$ cat src/hdl/pppc_pkg.sv
// ----------------------------------------------------------------------------
// pppc_pkg
// shared types and constants for the pulse period and phase capture unit
// ----------------------------------------------------------------------------
package pppc_pkg;

   // timestamp width of the capture counter
   localparam int STAMP_BITS = 48;
   localparam int VALUE_BITS = 16;

   // request codes
   localparam logic [1:0] REQ_GRID    = 2'd0;
   localparam logic [1:0] REQ_SENSOR  = 2'd1;
   localparam logic [1:0] REQ_RESTART = 2'd2;

   // result kinds
   localparam logic [1:0] KIND_GRID_PERIOD     = 2'd0;
   localparam logic [1:0] KIND_SENSOR_PERIOD   = 2'd1;
   localparam logic [1:0] KIND_DELAY_MONITOR   = 2'd2;
   localparam logic [1:0] KIND_DELAY_OPERATION = 2'd3;

   // register map
   localparam int CSR_INDEX_BITS = 3;
   localparam int CSR_DATA_BITS  = 16;
   localparam logic [CSR_INDEX_BITS-1:0] CSR_GRID_WINDOW     = 3'd0;
   localparam logic [CSR_INDEX_BITS-1:0] CSR_SENSOR_WINDOW   = 3'd1;
   localparam logic [CSR_INDEX_BITS-1:0] CSR_FREQ_MONITOR_EN = 3'd2;
   localparam logic [CSR_INDEX_BITS-1:0] CSR_DIFF_MONITOR_EN = 3'd3;
   localparam logic [CSR_INDEX_BITS-1:0] CSR_OPERATION_EN    = 3'd4;

   // result queue sizing
   localparam int QUEUE_DEPTH      = 4;
   localparam int QUEUE_PTR_BITS   = 2;
   localparam int QUEUE_COUNT_BITS = 3;

   typedef struct packed {
      logic [1:0]            req_type;
      logic [STAMP_BITS-1:0] stamp_us;
   } req_payload_type;

   typedef struct packed {
      logic [1:0]            result_kind;
      logic [VALUE_BITS-1:0] result_value;
      logic                  last_of_item;
   } rsp_payload_type;

   typedef struct packed {
      logic [VALUE_BITS-1:0] grid_window;
      logic [VALUE_BITS-1:0] sensor_window;
      logic                  freq_monitor_en;
      logic                  diff_monitor_en;
      logic                  operation_en;
   } cfg_type;

   // results produced by one transaction, in order: first, then second
   typedef struct packed {
      logic [1:0]      count;
      rsp_payload_type first;
      rsp_payload_type second;
   } push_type;

endpackage

$ cat src/hdl/pulse_period_and_phase_capture_unit.sv
// ----------------------------------------------------------------------------
// pulse_period_and_phase_capture_unit
// period and sensor-to-grid delay capture from timestamped pin edges
// ----------------------------------------------------------------------------
//
//  channel  direction  handshake              payload
//  req_     in         req_valid / req_stall  req_payload_type (event code, stamp)
//  rsp_     out        rsp_valid / rsp_stall  rsp_payload_type (kind, value, last)
//  csr_     in         csr_write_en           csr_index, csr_wdata
//
//  one request transaction is taken every cycle while req_stall is low; the
//  work for it is a single pass of 16-bit subtracts and compares between the
//  input register and the result queue, which holds the results for rsp_
//  a grid edge may give two results; the four-entry result queue drains one
//  per cycle while rsp_stall is low, so a run of such edges can raise req_stall
//  req_stall rises only while the queue lacks room for a pair of results
//  reset is synchronous and clears the registers, tracking flags and queue
//
module pulse_period_and_phase_capture_unit
   import pppc_pkg::*;
(
   input  logic                      clock,
   input  logic                      reset,
   // request channel
   input  logic                      req_valid,
   output logic                      req_stall,
   input  req_payload_type           req_payload,
   // result channel
   output logic                      rsp_valid,
   input  logic                      rsp_stall,
   output rsp_payload_type           rsp_payload,
   // configuration writes
   input  logic                      csr_write_en,
   input  logic [CSR_INDEX_BITS-1:0] csr_index,
   input  logic [CSR_DATA_BITS-1:0]  csr_wdata
);

   cfg_type  cfg;
   push_type push;
   logic     queue_space;

   // window and enable registers
   pppc_csr u_csr (
      .clock        (clock),
      .reset        (reset),
      .csr_write_en (csr_write_en),
      .csr_index    (csr_index),
      .csr_wdata    (csr_wdata),
      .cfg          (cfg)
   );

   // input register plus the per-pin tracking state
   pppc_tracker u_tracker (
      .clock       (clock),
      .reset       (reset),
      .cfg         (cfg),
      .req_valid   (req_valid),
      .req_stall   (req_stall),
      .req_payload (req_payload),
      .queue_space (queue_space),
      .push        (push)
   );

   // results wait here so a stalled consumer does not hold up requests
   pppc_queue u_queue (
      .clock       (clock),
      .reset       (reset),
      .push        (push),
      .queue_space (queue_space),
      .rsp_valid   (rsp_valid),
      .rsp_stall   (rsp_stall),
      .rsp_payload (rsp_payload)
   );

endmodule

$ cat src/hdl/pppc_csr.sv
// ----------------------------------------------------------------------------
// pppc_csr
// configuration registers written through the plain write port
// ----------------------------------------------------------------------------
module pppc_csr
   import pppc_pkg::*;
(
   input  logic                      clock,
   input  logic                      reset,
   input  logic                      csr_write_en,
   input  logic [CSR_INDEX_BITS-1:0] csr_index,
   input  logic [CSR_DATA_BITS-1:0]  csr_wdata,
   output cfg_type                   cfg
);

   cfg_type cfg_ff;
   cfg_type cfg_in;

   always_comb begin
      cfg_in = cfg_ff;
      if (csr_write_en) begin
         case (csr_index)
            CSR_GRID_WINDOW:     cfg_in.grid_window     = csr_wdata[VALUE_BITS-1:0];
            CSR_SENSOR_WINDOW:   cfg_in.sensor_window   = csr_wdata[VALUE_BITS-1:0];
            CSR_FREQ_MONITOR_EN: cfg_in.freq_monitor_en = csr_wdata[0];
            CSR_DIFF_MONITOR_EN: cfg_in.diff_monitor_en = csr_wdata[0];
            CSR_OPERATION_EN:    cfg_in.operation_en    = csr_wdata[0];
            default:             cfg_in = cfg_ff;
         endcase
      end
   end

   always_ff @(posedge clock) begin
      if (reset) begin
         cfg_ff <= '0;
      end else begin
         cfg_ff <= cfg_in;
      end
   end

   assign cfg = cfg_ff;

endmodule

$ cat src/hdl/pppc_tracker.sv
// ----------------------------------------------------------------------------
// pppc_tracker
// input register, edge tracking state and result generation
// ----------------------------------------------------------------------------
module pppc_tracker
   import pppc_pkg::*;
(
   input  logic            clock,
   input  logic            reset,
   input  cfg_type         cfg,
   input  logic            req_valid,
   output logic            req_stall,
   input  req_payload_type req_payload,
   input  logic            queue_space,
   output push_type        push
);

   // input register
   logic            hold_valid_ff, hold_valid_in;
   req_payload_type hold_ff, hold_in;

   // tracking state; only the low 16 stamp bits ever reach a result
   logic                  sensor_started_ff, sensor_started_in;
   logic                  grid_started_ff, grid_started_in;
   logic                  phase_armed_ff, phase_armed_in;
   logic [VALUE_BITS-1:0] sensor_last_ff, sensor_last_in;
   logic [VALUE_BITS-1:0] grid_last_ff, grid_last_in;
   logic [VALUE_BITS-1:0] phase_ref_ff, phase_ref_in;

   logic                  accept;
   logic                  fire;
   logic [VALUE_BITS-1:0] now;
   logic [VALUE_BITS-1:0] sensor_gap;
   logic [VALUE_BITS-1:0] grid_gap;
   logic [VALUE_BITS-1:0] delay;
   logic                  phase_on;
   logic                  emit_period;
   logic                  emit_delay;
   rsp_payload_type       period_rsp;
   rsp_payload_type       delay_rsp;

   assign fire      = hold_valid_ff & queue_space;
   assign req_stall = hold_valid_ff & ~queue_space;
   assign accept    = req_valid & ~req_stall;

   always_comb begin
      hold_valid_in = hold_valid_ff;
      hold_in       = hold_ff;
      if (accept) begin
         hold_valid_in = 1'b1;
         hold_in       = req_payload;
      end else if (fire) begin
         hold_valid_in = 1'b0;
      end
   end

   assign now        = hold_ff.stamp_us[VALUE_BITS-1:0];
   assign sensor_gap = now - sensor_last_ff;
   assign grid_gap   = now - grid_last_ff;
   assign delay      = now - phase_ref_ff;
   assign phase_on   = cfg.diff_monitor_en | cfg.operation_en;

   always_comb begin
      sensor_started_in = sensor_started_ff;
      grid_started_in   = grid_started_ff;
      phase_armed_in    = phase_armed_ff;
      sensor_last_in    = sensor_last_ff;
      grid_last_in      = grid_last_ff;
      phase_ref_in      = phase_ref_ff;
      emit_period       = 1'b0;
      emit_delay        = 1'b0;
      period_rsp        = '0;
      delay_rsp         = '0;

      if (fire) begin
         case (hold_ff.req_type)
            REQ_RESTART: begin
               sensor_started_in = 1'b0;
               grid_started_in   = 1'b0;
               sensor_last_in    = '0;
               grid_last_in      = '0;
               phase_armed_in    = 1'b0;
            end
            REQ_SENSOR: begin
               if (!sensor_started_ff) begin
                  sensor_last_in    = now;
                  sensor_started_in = 1'b1;
               end else if (sensor_gap > cfg.sensor_window) begin
                  sensor_last_in          = now;
                  emit_period             = cfg.freq_monitor_en;
                  period_rsp.result_kind  = KIND_SENSOR_PERIOD;
                  period_rsp.result_value = sensor_gap;
                  if (!phase_armed_ff && phase_on) begin
                     phase_ref_in   = now;
                     phase_armed_in = 1'b1;
                  end
               end
            end
            REQ_GRID: begin
               if (sensor_started_ff) begin
                  if (!grid_started_ff) begin
                     grid_last_in    = now;
                     grid_started_in = 1'b1;
                  end else if (grid_gap > cfg.grid_window) begin
                     grid_last_in            = now;
                     emit_period             = cfg.freq_monitor_en;
                     period_rsp.result_kind  = KIND_GRID_PERIOD;
                     period_rsp.result_value = grid_gap;
                     if (phase_armed_ff && phase_on) begin
                        emit_delay             = 1'b1;
                        delay_rsp.result_kind  = cfg.operation_en ? KIND_DELAY_OPERATION
                                                                  : KIND_DELAY_MONITOR;
                        delay_rsp.result_value = delay;
                        phase_armed_in         = 1'b0;
                     end
                  end
               end
            end
            default: begin
               // unused code: no effect
            end
         endcase
      end
   end

   // order the results: period before delay, last flag on the final one
   always_comb begin
      push = '0;
      if (emit_period && emit_delay) begin
         push.count  = 2'd2;
         push.first  = period_rsp;
         push.second = delay_rsp;
         push.second.last_of_item = 1'b1;
      end else if (emit_period) begin
         push.count  = 2'd1;
         push.first  = period_rsp;
         push.first.last_of_item = 1'b1;
      end else if (emit_delay) begin
         push.count  = 2'd1;
         push.first  = delay_rsp;
         push.first.last_of_item = 1'b1;
      end
   end

   always_ff @(posedge clock) begin
      if (reset) begin
         hold_valid_ff     <= 1'b0;
         sensor_started_ff <= 1'b0;
         grid_started_ff   <= 1'b0;
         phase_armed_ff    <= 1'b0;
         sensor_last_ff    <= '0;
         grid_last_ff      <= '0;
         phase_ref_ff      <= '0;
      end else begin
         hold_valid_ff     <= hold_valid_in;
         sensor_started_ff <= sensor_started_in;
         grid_started_ff   <= grid_started_in;
         phase_armed_ff    <= phase_armed_in;
         sensor_last_ff    <= sensor_last_in;
         grid_last_ff      <= grid_last_in;
         phase_ref_ff      <= phase_ref_in;
      end
   end

   always_ff @(posedge clock) begin
      hold_ff <= hold_in;
   end

endmodule

$ cat src/hdl/pppc_queue.sv
// ----------------------------------------------------------------------------
// pppc_queue
// small result queue taking up to two results a cycle, giving one while rsp_stall is low
// ----------------------------------------------------------------------------
module pppc_queue
   import pppc_pkg::*;
(
   input  logic            clock,
   input  logic            reset,
   input  push_type        push,
   output logic            queue_space,
   output logic            rsp_valid,
   input  logic            rsp_stall,
   output rsp_payload_type rsp_payload
);

   rsp_payload_type entry_ff [QUEUE_DEPTH];

   logic [QUEUE_PTR_BITS-1:0]   wr_ptr_ff, wr_ptr_in;
   logic [QUEUE_PTR_BITS-1:0]   rd_ptr_ff, rd_ptr_in;
   logic [QUEUE_COUNT_BITS-1:0] count_ff, count_in;
   logic [QUEUE_PTR_BITS-1:0]   wr_next;
   logic                        pop;

   // room for a full pair of results
   assign queue_space = count_ff <= QUEUE_COUNT_BITS'(QUEUE_DEPTH - 2);
   assign rsp_valid   = count_ff != '0;
   assign rsp_payload = entry_ff[rd_ptr_ff];
   assign pop         = rsp_valid & ~rsp_stall;
   assign wr_next     = wr_ptr_ff + QUEUE_PTR_BITS'(1);

   always_comb begin
      wr_ptr_in = wr_ptr_ff + QUEUE_PTR_BITS'(push.count);
      rd_ptr_in = rd_ptr_ff + QUEUE_PTR_BITS'(pop);
      count_in  = count_ff + QUEUE_COUNT_BITS'(push.count) - QUEUE_COUNT_BITS'(pop);
   end

   always_ff @(posedge clock) begin
      if (reset) begin
         wr_ptr_ff <= '0;
         rd_ptr_ff <= '0;
         count_ff  <= '0;
      end else begin
         wr_ptr_ff <= wr_ptr_in;
         rd_ptr_ff <= rd_ptr_in;
         count_ff  <= count_in;
      end
   end

   always_ff @(posedge clock) begin
      if (push.count != 2'd0) begin
         entry_ff[wr_ptr_ff] <= push.first;
      end
      if (push.count == 2'd2) begin
         entry_ff[wr_next] <= push.second;
      end
   end

endmodule

$ cat config.mk
export PLATFORM = sky130hd
export DESIGN_NAME = pulse_period_and_phase_capture_unit
export DESIGN_NICKNAME = d
export VERILOG_FILES = /design/src/hdl/pppc_pkg.sv /design/src/hdl/pulse_period_and_phase_capture_unit.sv /design/src/hdl/pppc_csr.sv /design/src/hdl/pppc_tracker.sv /design/src/hdl/pppc_queue.sv
export SDC_FILE = /design/constraint.sdc
export NUM_CORES = 1
export LEC_CHECK = 0
export ABC_CLOCK_PERIOD_IN_PS = 6950
export BUFFER_PORTS_ARGS = -buffer_cell sky130_fd_sc_hd__buf_2
export CORE_AREA = 2 2 181 112
export DETAILED_ROUTE_END_ITERATION = 10
export DIE_AREA = 0 0 183 114
export PLACE_DENSITY = 0.8
export SETUP_SLACK_MARGIN = 0.1
export SLEW_MARGIN = 20
export SYNTH_ARGS = -nofsm -noshare
export SYNTH_HDL_FRONTEND = slang
export SYNTH_SLANG_ARGS = --single-unit
$ cat constraint.sdc
create_clock -name clock -period 6.95 [get_ports clock]
set_input_delay 2.085 -clock clock [delete_from_list [all_inputs] [get_ports clock]]
set_output_delay 2.085 -clock clock [all_outputs]
set_load 0.01 [all_outputs]
* After elaboration in Yosys (flattened, before gate mapping)
Memory sizes are Yosys's and may differ from the RTL's. A register that Yosys moved wholly into a read port is not among the register bits. Index checks and enable logic that the tools add are counted.
Storage, ports and cells: RAM bits 76, memories 1, flip-flop bits (word level) 112, input port bits 74
Memory list:
- u_queue.entry_ff | depth 4, width 19, read ports 1, clocked after Yosys merged registers in 1, wr ports 2, RTL line pppc_queue.sv:17 | rsp_payload_type entry_ff [QUEUE_DEPTH];
Operators by class: order comparisons 3, reductions and logical operators 23, bitwise gates (word level) 8, equal/unequal tests 16, muxes and demuxes 56, add/subtract/negate cells 8
Operators with widths (number):
- $mux W18 | 10
- $mux W16 | 6
- $pmux W16 S2 | 2
- $sub A16 B16 Y16 | 3
- $mux W21 | 2
- $pmux W18 S2 | 1
- $gt A16 B16 Y1 | 2
- $mux W1 | 27
- $mux W20 | 1
- $mux W19 | 1
- $mux W17 | 1
- $ne A2 B1 Y1 const B | 7
- $reduce_and A2 Y1 | 6
- $reduce_and A9 Y1 | 1
- $reduce_bool A2 Y1 | 4
- $eq A3 B2 Y1 const B | 2
- $ne A3 B3 Y1 const B | 2
- $pmux W1 S2 | 3
- $reduce_and A3 Y1 | 2
- $reduce_bool A3 Y1 | 2
- $reduce_and A5 Y1 | 1
- $and A1 B1 Y1 | 4
- $eq A2 B2 Y1 const B | 2
- $reduce_and A4 Y1 | 1
- 17 further kinds | 21

* Logic depth before layout (Yosys ltp)
depth in word-level cells 14, mapped depth 26, gate-level depth less buffers 25

* Modules after synthesis
From an unflattened synthesis, not the netlist that was laid out.
Unflattened totals: cells, all modules 1081, area, all modules 11672.4 um^2
By module, submodules not included:
- pppc_tracker | times used 1, area an instance 6079.6 um^2, cells an instance 715
- pppc_queue | times used 1, area an instance 4096.4 um^2, cells an instance 230
- pppc_csr | times used 1, area an instance 1496.4 um^2, cells an instance 136

* Worst setup path before layout
No wires, ideal clock.
kind flip-flop to flip-flop, start reg u_tracker.hold_ff[1] in the netlist's numbering, end mem u_queue.entry_ff[1][0] in the netlist's numbering (enable), clock period less this slack 6015 ps, arrival time 5592 ps, path buffers 1, slack 935 ps, setup time 423 ps, stages on the path, launching flop included 19, required time 6527 ps, cells stage by stage edfxtp_1 > ha_1 > nor2b_1 > o31a_1 > o21ai_0 > a31oi_1 > a31oi_1 > xnor2_1 > ha_1 > nand3_2 > or4_4 > a21o_1 > a31oi_4 > nand2_1 > inv_1 > buf_4 > ha_1 > nor2_1 > nor3b_1
RTL lines:
- from (decl) | RTL line pppc_tracker.sv:20 | req_payload_type hold_ff, hold_in;
- from (signal assigned) | RTL line pppc_tracker.sv:166 | hold_ff <= hold_in;
- to (decl) | RTL line pppc_queue.sv:17

==> results.toml <==
[clock_network]
ctsHoldBuffers = 0
cts.sinks = 188
path_clk_slew_ns = 0.08
clk_latency_ns = 0.46
cts_root_buf = "clkbuf_16"
cts_tree = "built"
cts_buffers = 17
clockBufferDepth = 2
cts.htree.levels = 4
postCtsSetupRepairBufs = 0

[sta]
clock_skew_ns = 0.0130
rsz0062_at_grt = "no"
finalWorstSetupSlack_ns = 0.450
fmax_mhz = 154
post-route-min-period_ns = 6.50
worst-slew-pin-transition_ns = 1.09
finalSetupTns_ns = 0
setup_violations = 0
hold_violations = 0
fin_crit_sh = 0.935
finalMaxSlewViolations = 0
max_slew_margin = 0.273

[hold_path]
holdCritStartpoint = "u_csr.cfg[8]"
hold_path_depth = 2
min_to = "u_csr.cfg[8]"
worstHoldPathType = "flip-flop to flip-flop"

[critical_path]
r2r_cells = 20
critPathBufInv = 3
path_class = "flip-flop to flip-flop"
slowest_stage = "o211ai_1"
critPathRequiredTime_ns = 7.17
critPathLaunchType = "flip-flop"
end_kind = "flip-flop"
worstPathArrival_ns = 6.72
r2r-end = "u_queue.entry_ff[1][2]"
rr_startpoint = "u_tracker.hold_ff[0]"
rrSetupSlack_ns = 0.45
path_cells = "inv_1, ha_1, inv_1, fa_1, a21oi_1, o211ai_1, a2111oi_0, or3_1, o21ai_0, xor2_2, ha_1, nand3_1, or3_1, or3_1, a32o_2, and2_4, ha_1, o211ai_1, inv_1, a22o_1"
critPathTopFamily = "compound AO/OA/AOI/OAI gates"
cp_max_fo = 12
max_stage_delay_ns = 0.92

[yosys]
synthesis.area_um2 = 11500
ys_types = 79
ys_seq_elements = 188
synth_flop_cell = "edfxtp_1"
syn-num-nets = 1390
async_flop_share = 0
syn_inst = 1224
yosysWarnings = 0
synth-edff-count = 94
avgSynthCellArea_um2 = 9.43
yosysSeqAreaShare = 0.407

[detailed_routing]
firstDrtPassIters = 7
drt_iter0_drc = 1361
drc = 0
avgRoutedWirePerCell_um = 20.5
vias = 9800
viasPerCell = 6.36
wl_um = 31500
ant_nets = 0

[floorplanning]
die_width_um = 183
dieArea_um2 = 20900
die_h_um = 114
core.rowCount = 40
core_area_um2 = 19400
boundaryPins = 95
initial_utilization = 0.595

[layout]
area_growth_pct = 10.4
final_area_um2 = 12800
mostFrequentLayoutCell = "nand2_1"
diodes = 0
layout_common_cells = "nand2_1 (162), inv_1 (95), dfxtp_1 (94), edfxtp_1 (94), ha_1 (88)"
final_net_count = 1441
drive_gt1_frac = 0.134
postLayoutCoreUtil = 0.657

[pwr]
internal_power_mw = 2.00
p_sw_uw = 954
p_per_area_nw_per_um2 = 232
clockPowerShare = 0.329
p_leak_nw = 4.65
irDropWorstVdd_mv = 0.227
p_sw_frac = 0.323
power_frac_comb = 0.255
seqPwrFrac = 0.416

[grt]
grt.overflow.total = 0
grt_pass1_wl_um = 48200
use_met2 = 0.418
grt_max_degree = 62
grt_antenna_before_repair = 0
top_usage_layer = "met1"
grt_pass1_vias = 8716
gr-usage-met1 = 0.461
grt_usage = 0.306
grtUsageMet3 = 0.0894

[place]
placed_cell_area_um2 = 12200
place.gp.congestion = 0.991
io_buffers = 62
dp_hpwl_um = 23400
place_ws_ns = 0.568

[job]
max-cap-violations = 0

[status]
status = "completed"
per-layer routing:
| layer | vias to the layer above | share of wire |
|---|---|---|
| met5 | - | 0 |
| met3 | 67 | 0.14 |
| li1 | 4528 | - |
| met4 | 0 | 0.023 |
| met1 | 4593 | 0.44 |
| met2 | 612 | 0.40 |
worst reg2reg max path, delay by kind of cell (launching register included):
| kind | cells | cell delay (ns) |
|---|---|---|
| compound gates | 7 | 2.44 |
| simple gates | 5 | 1.38 |
| fa+ha+maj | 4 | 1.32 |
| flops | 1 | 0.49 |
| buf+inv | 3 | 0.41 |
| xor+xnor | 1 | 0.23 |
synth_stat cells (all sizes together) (4+ instances only):
master	number	area (um2)
a21oi	91	470
a22oi	11	82.6
nand4	9	62.6
nand4b	16	140
o31ai	15	113
a22o	9	78.8
nor2b	13	81.3
nand3	37	190
a21o	13	97.6
xor2	17	149
o21a	10	75.1
buf	10	62.6
nor3	13	70.1
o211ai	6	55.1
and3	11	68.8
edfxtp	94	2820
nand2	162	608
dfxtp	94	1880
o22ai	27	169
inv	97	364
mux4	19	428
a21boi	4	30.0
fa	4	80.1
a211oi	14	105
or3	7	43.8
a31oi	8	65.1
ha	88	1100
clkbuf	47	176
o21ai	57	285
nor2	73	274
nand2b	24	150
o31a	4	35.0
xnor2	30	263
mux2i	28	280
and2	5	33.8
a2111oi	5	43.8
stage by stage:
step	hold WS, ns	cells	power, mW
floorplan	0.436	1224	1.75
global placement	0.443	1508	1.96
detailed placement	0.450	1508	1.99
CTS	0.461	1540	2.95
global route	0.480	1540	3.08
finish	0.460	1540	2.96
how the worst max path moves through the flow:
stage / startpoint / to / cells past startpoint
after CTS: u_tracker.hold_ff[0] / u_queue.count_ff[2] / 23
after global routing: u_tracker.hold_ff[0] / u_queue.count_ff[2] / 24
final: u_tracker.hold_ff[0] / u_queue.entry_ff[1][2] / 20
after global placement: u_tracker.hold_ff[0] / u_queue.count_ff[2] / 23
after floorplan: u_tracker.hold_ff[1] / u_queue.entry_ff[1][0] / 18
after detailed placement: u_tracker.hold_ff[0] / u_queue.count_ff[2] / 23
power by group through the flow:
stage,logic (mW),clock network (mW),registers [mW]
6_report,0.754,0.974,1.23
5_1_grt,0.819,1.03,1.23
4_1_cts,0.737,0.982,1.23
3_5_place_dp,0.731,0,1.25
3_3_place_gp,0.706,0,1.25
2_1_floorplan,0.519,0,1.23
timing repair:
action                                  in CTS  in global routing
endpoints found under the setup margin       0                  6
endpoints found under the hold margin        0                  0
resized for setup                            0                  2
layout make-up:
cell class	count	area [um2]
tap	252	315
fill	1571	6670
clock inverter	15	153
clock buffer	17	425
timing repair buffer	89	515
multi-input combinational	882	6270
inverter	97	364
sequential	188	4700
sequential cells by signal (all words and copies together), names as in the netlist:
register / flops
u_tracker.phase_armed_ff: 1
u_tracker.hold_valid_ff: 1
u_queue.rd_ptr_ff: 2
u_tracker.sensor_last_ff: 16
u_tracker.sensor_started_ff: 1
u_tracker.phase_ref_ff: 16
u_csr.cfg: 35
u_queue.entry_ff: 76
u_tracker.grid_last_ff: 16
u_queue.count_ff: 3
u_tracker.grid_started_ff: 1
u_tracker.hold_ff: 18
u_queue.wr_ptr_ff: 2
cell families (layout without fill, tap and decap cells):
kind of cell | Yosys count | after routing | synth area share
AND/OR/NAND/NOR | 392 | 392 | 0.166
buffers and inverters | 154 | 218 | 0.0522
flip-flops | 188 | 188 | 0.407
adder cells (fa/ha/maj) | 92 | 92 | 0.102
XOR/XNOR | 47 | 47 | 0.0357
AO/OA/AOI/OAI | 304 | 304 | 0.175
multiplexers | 47 | 47 | 0.0613
(Power assumes the default switching activity.)
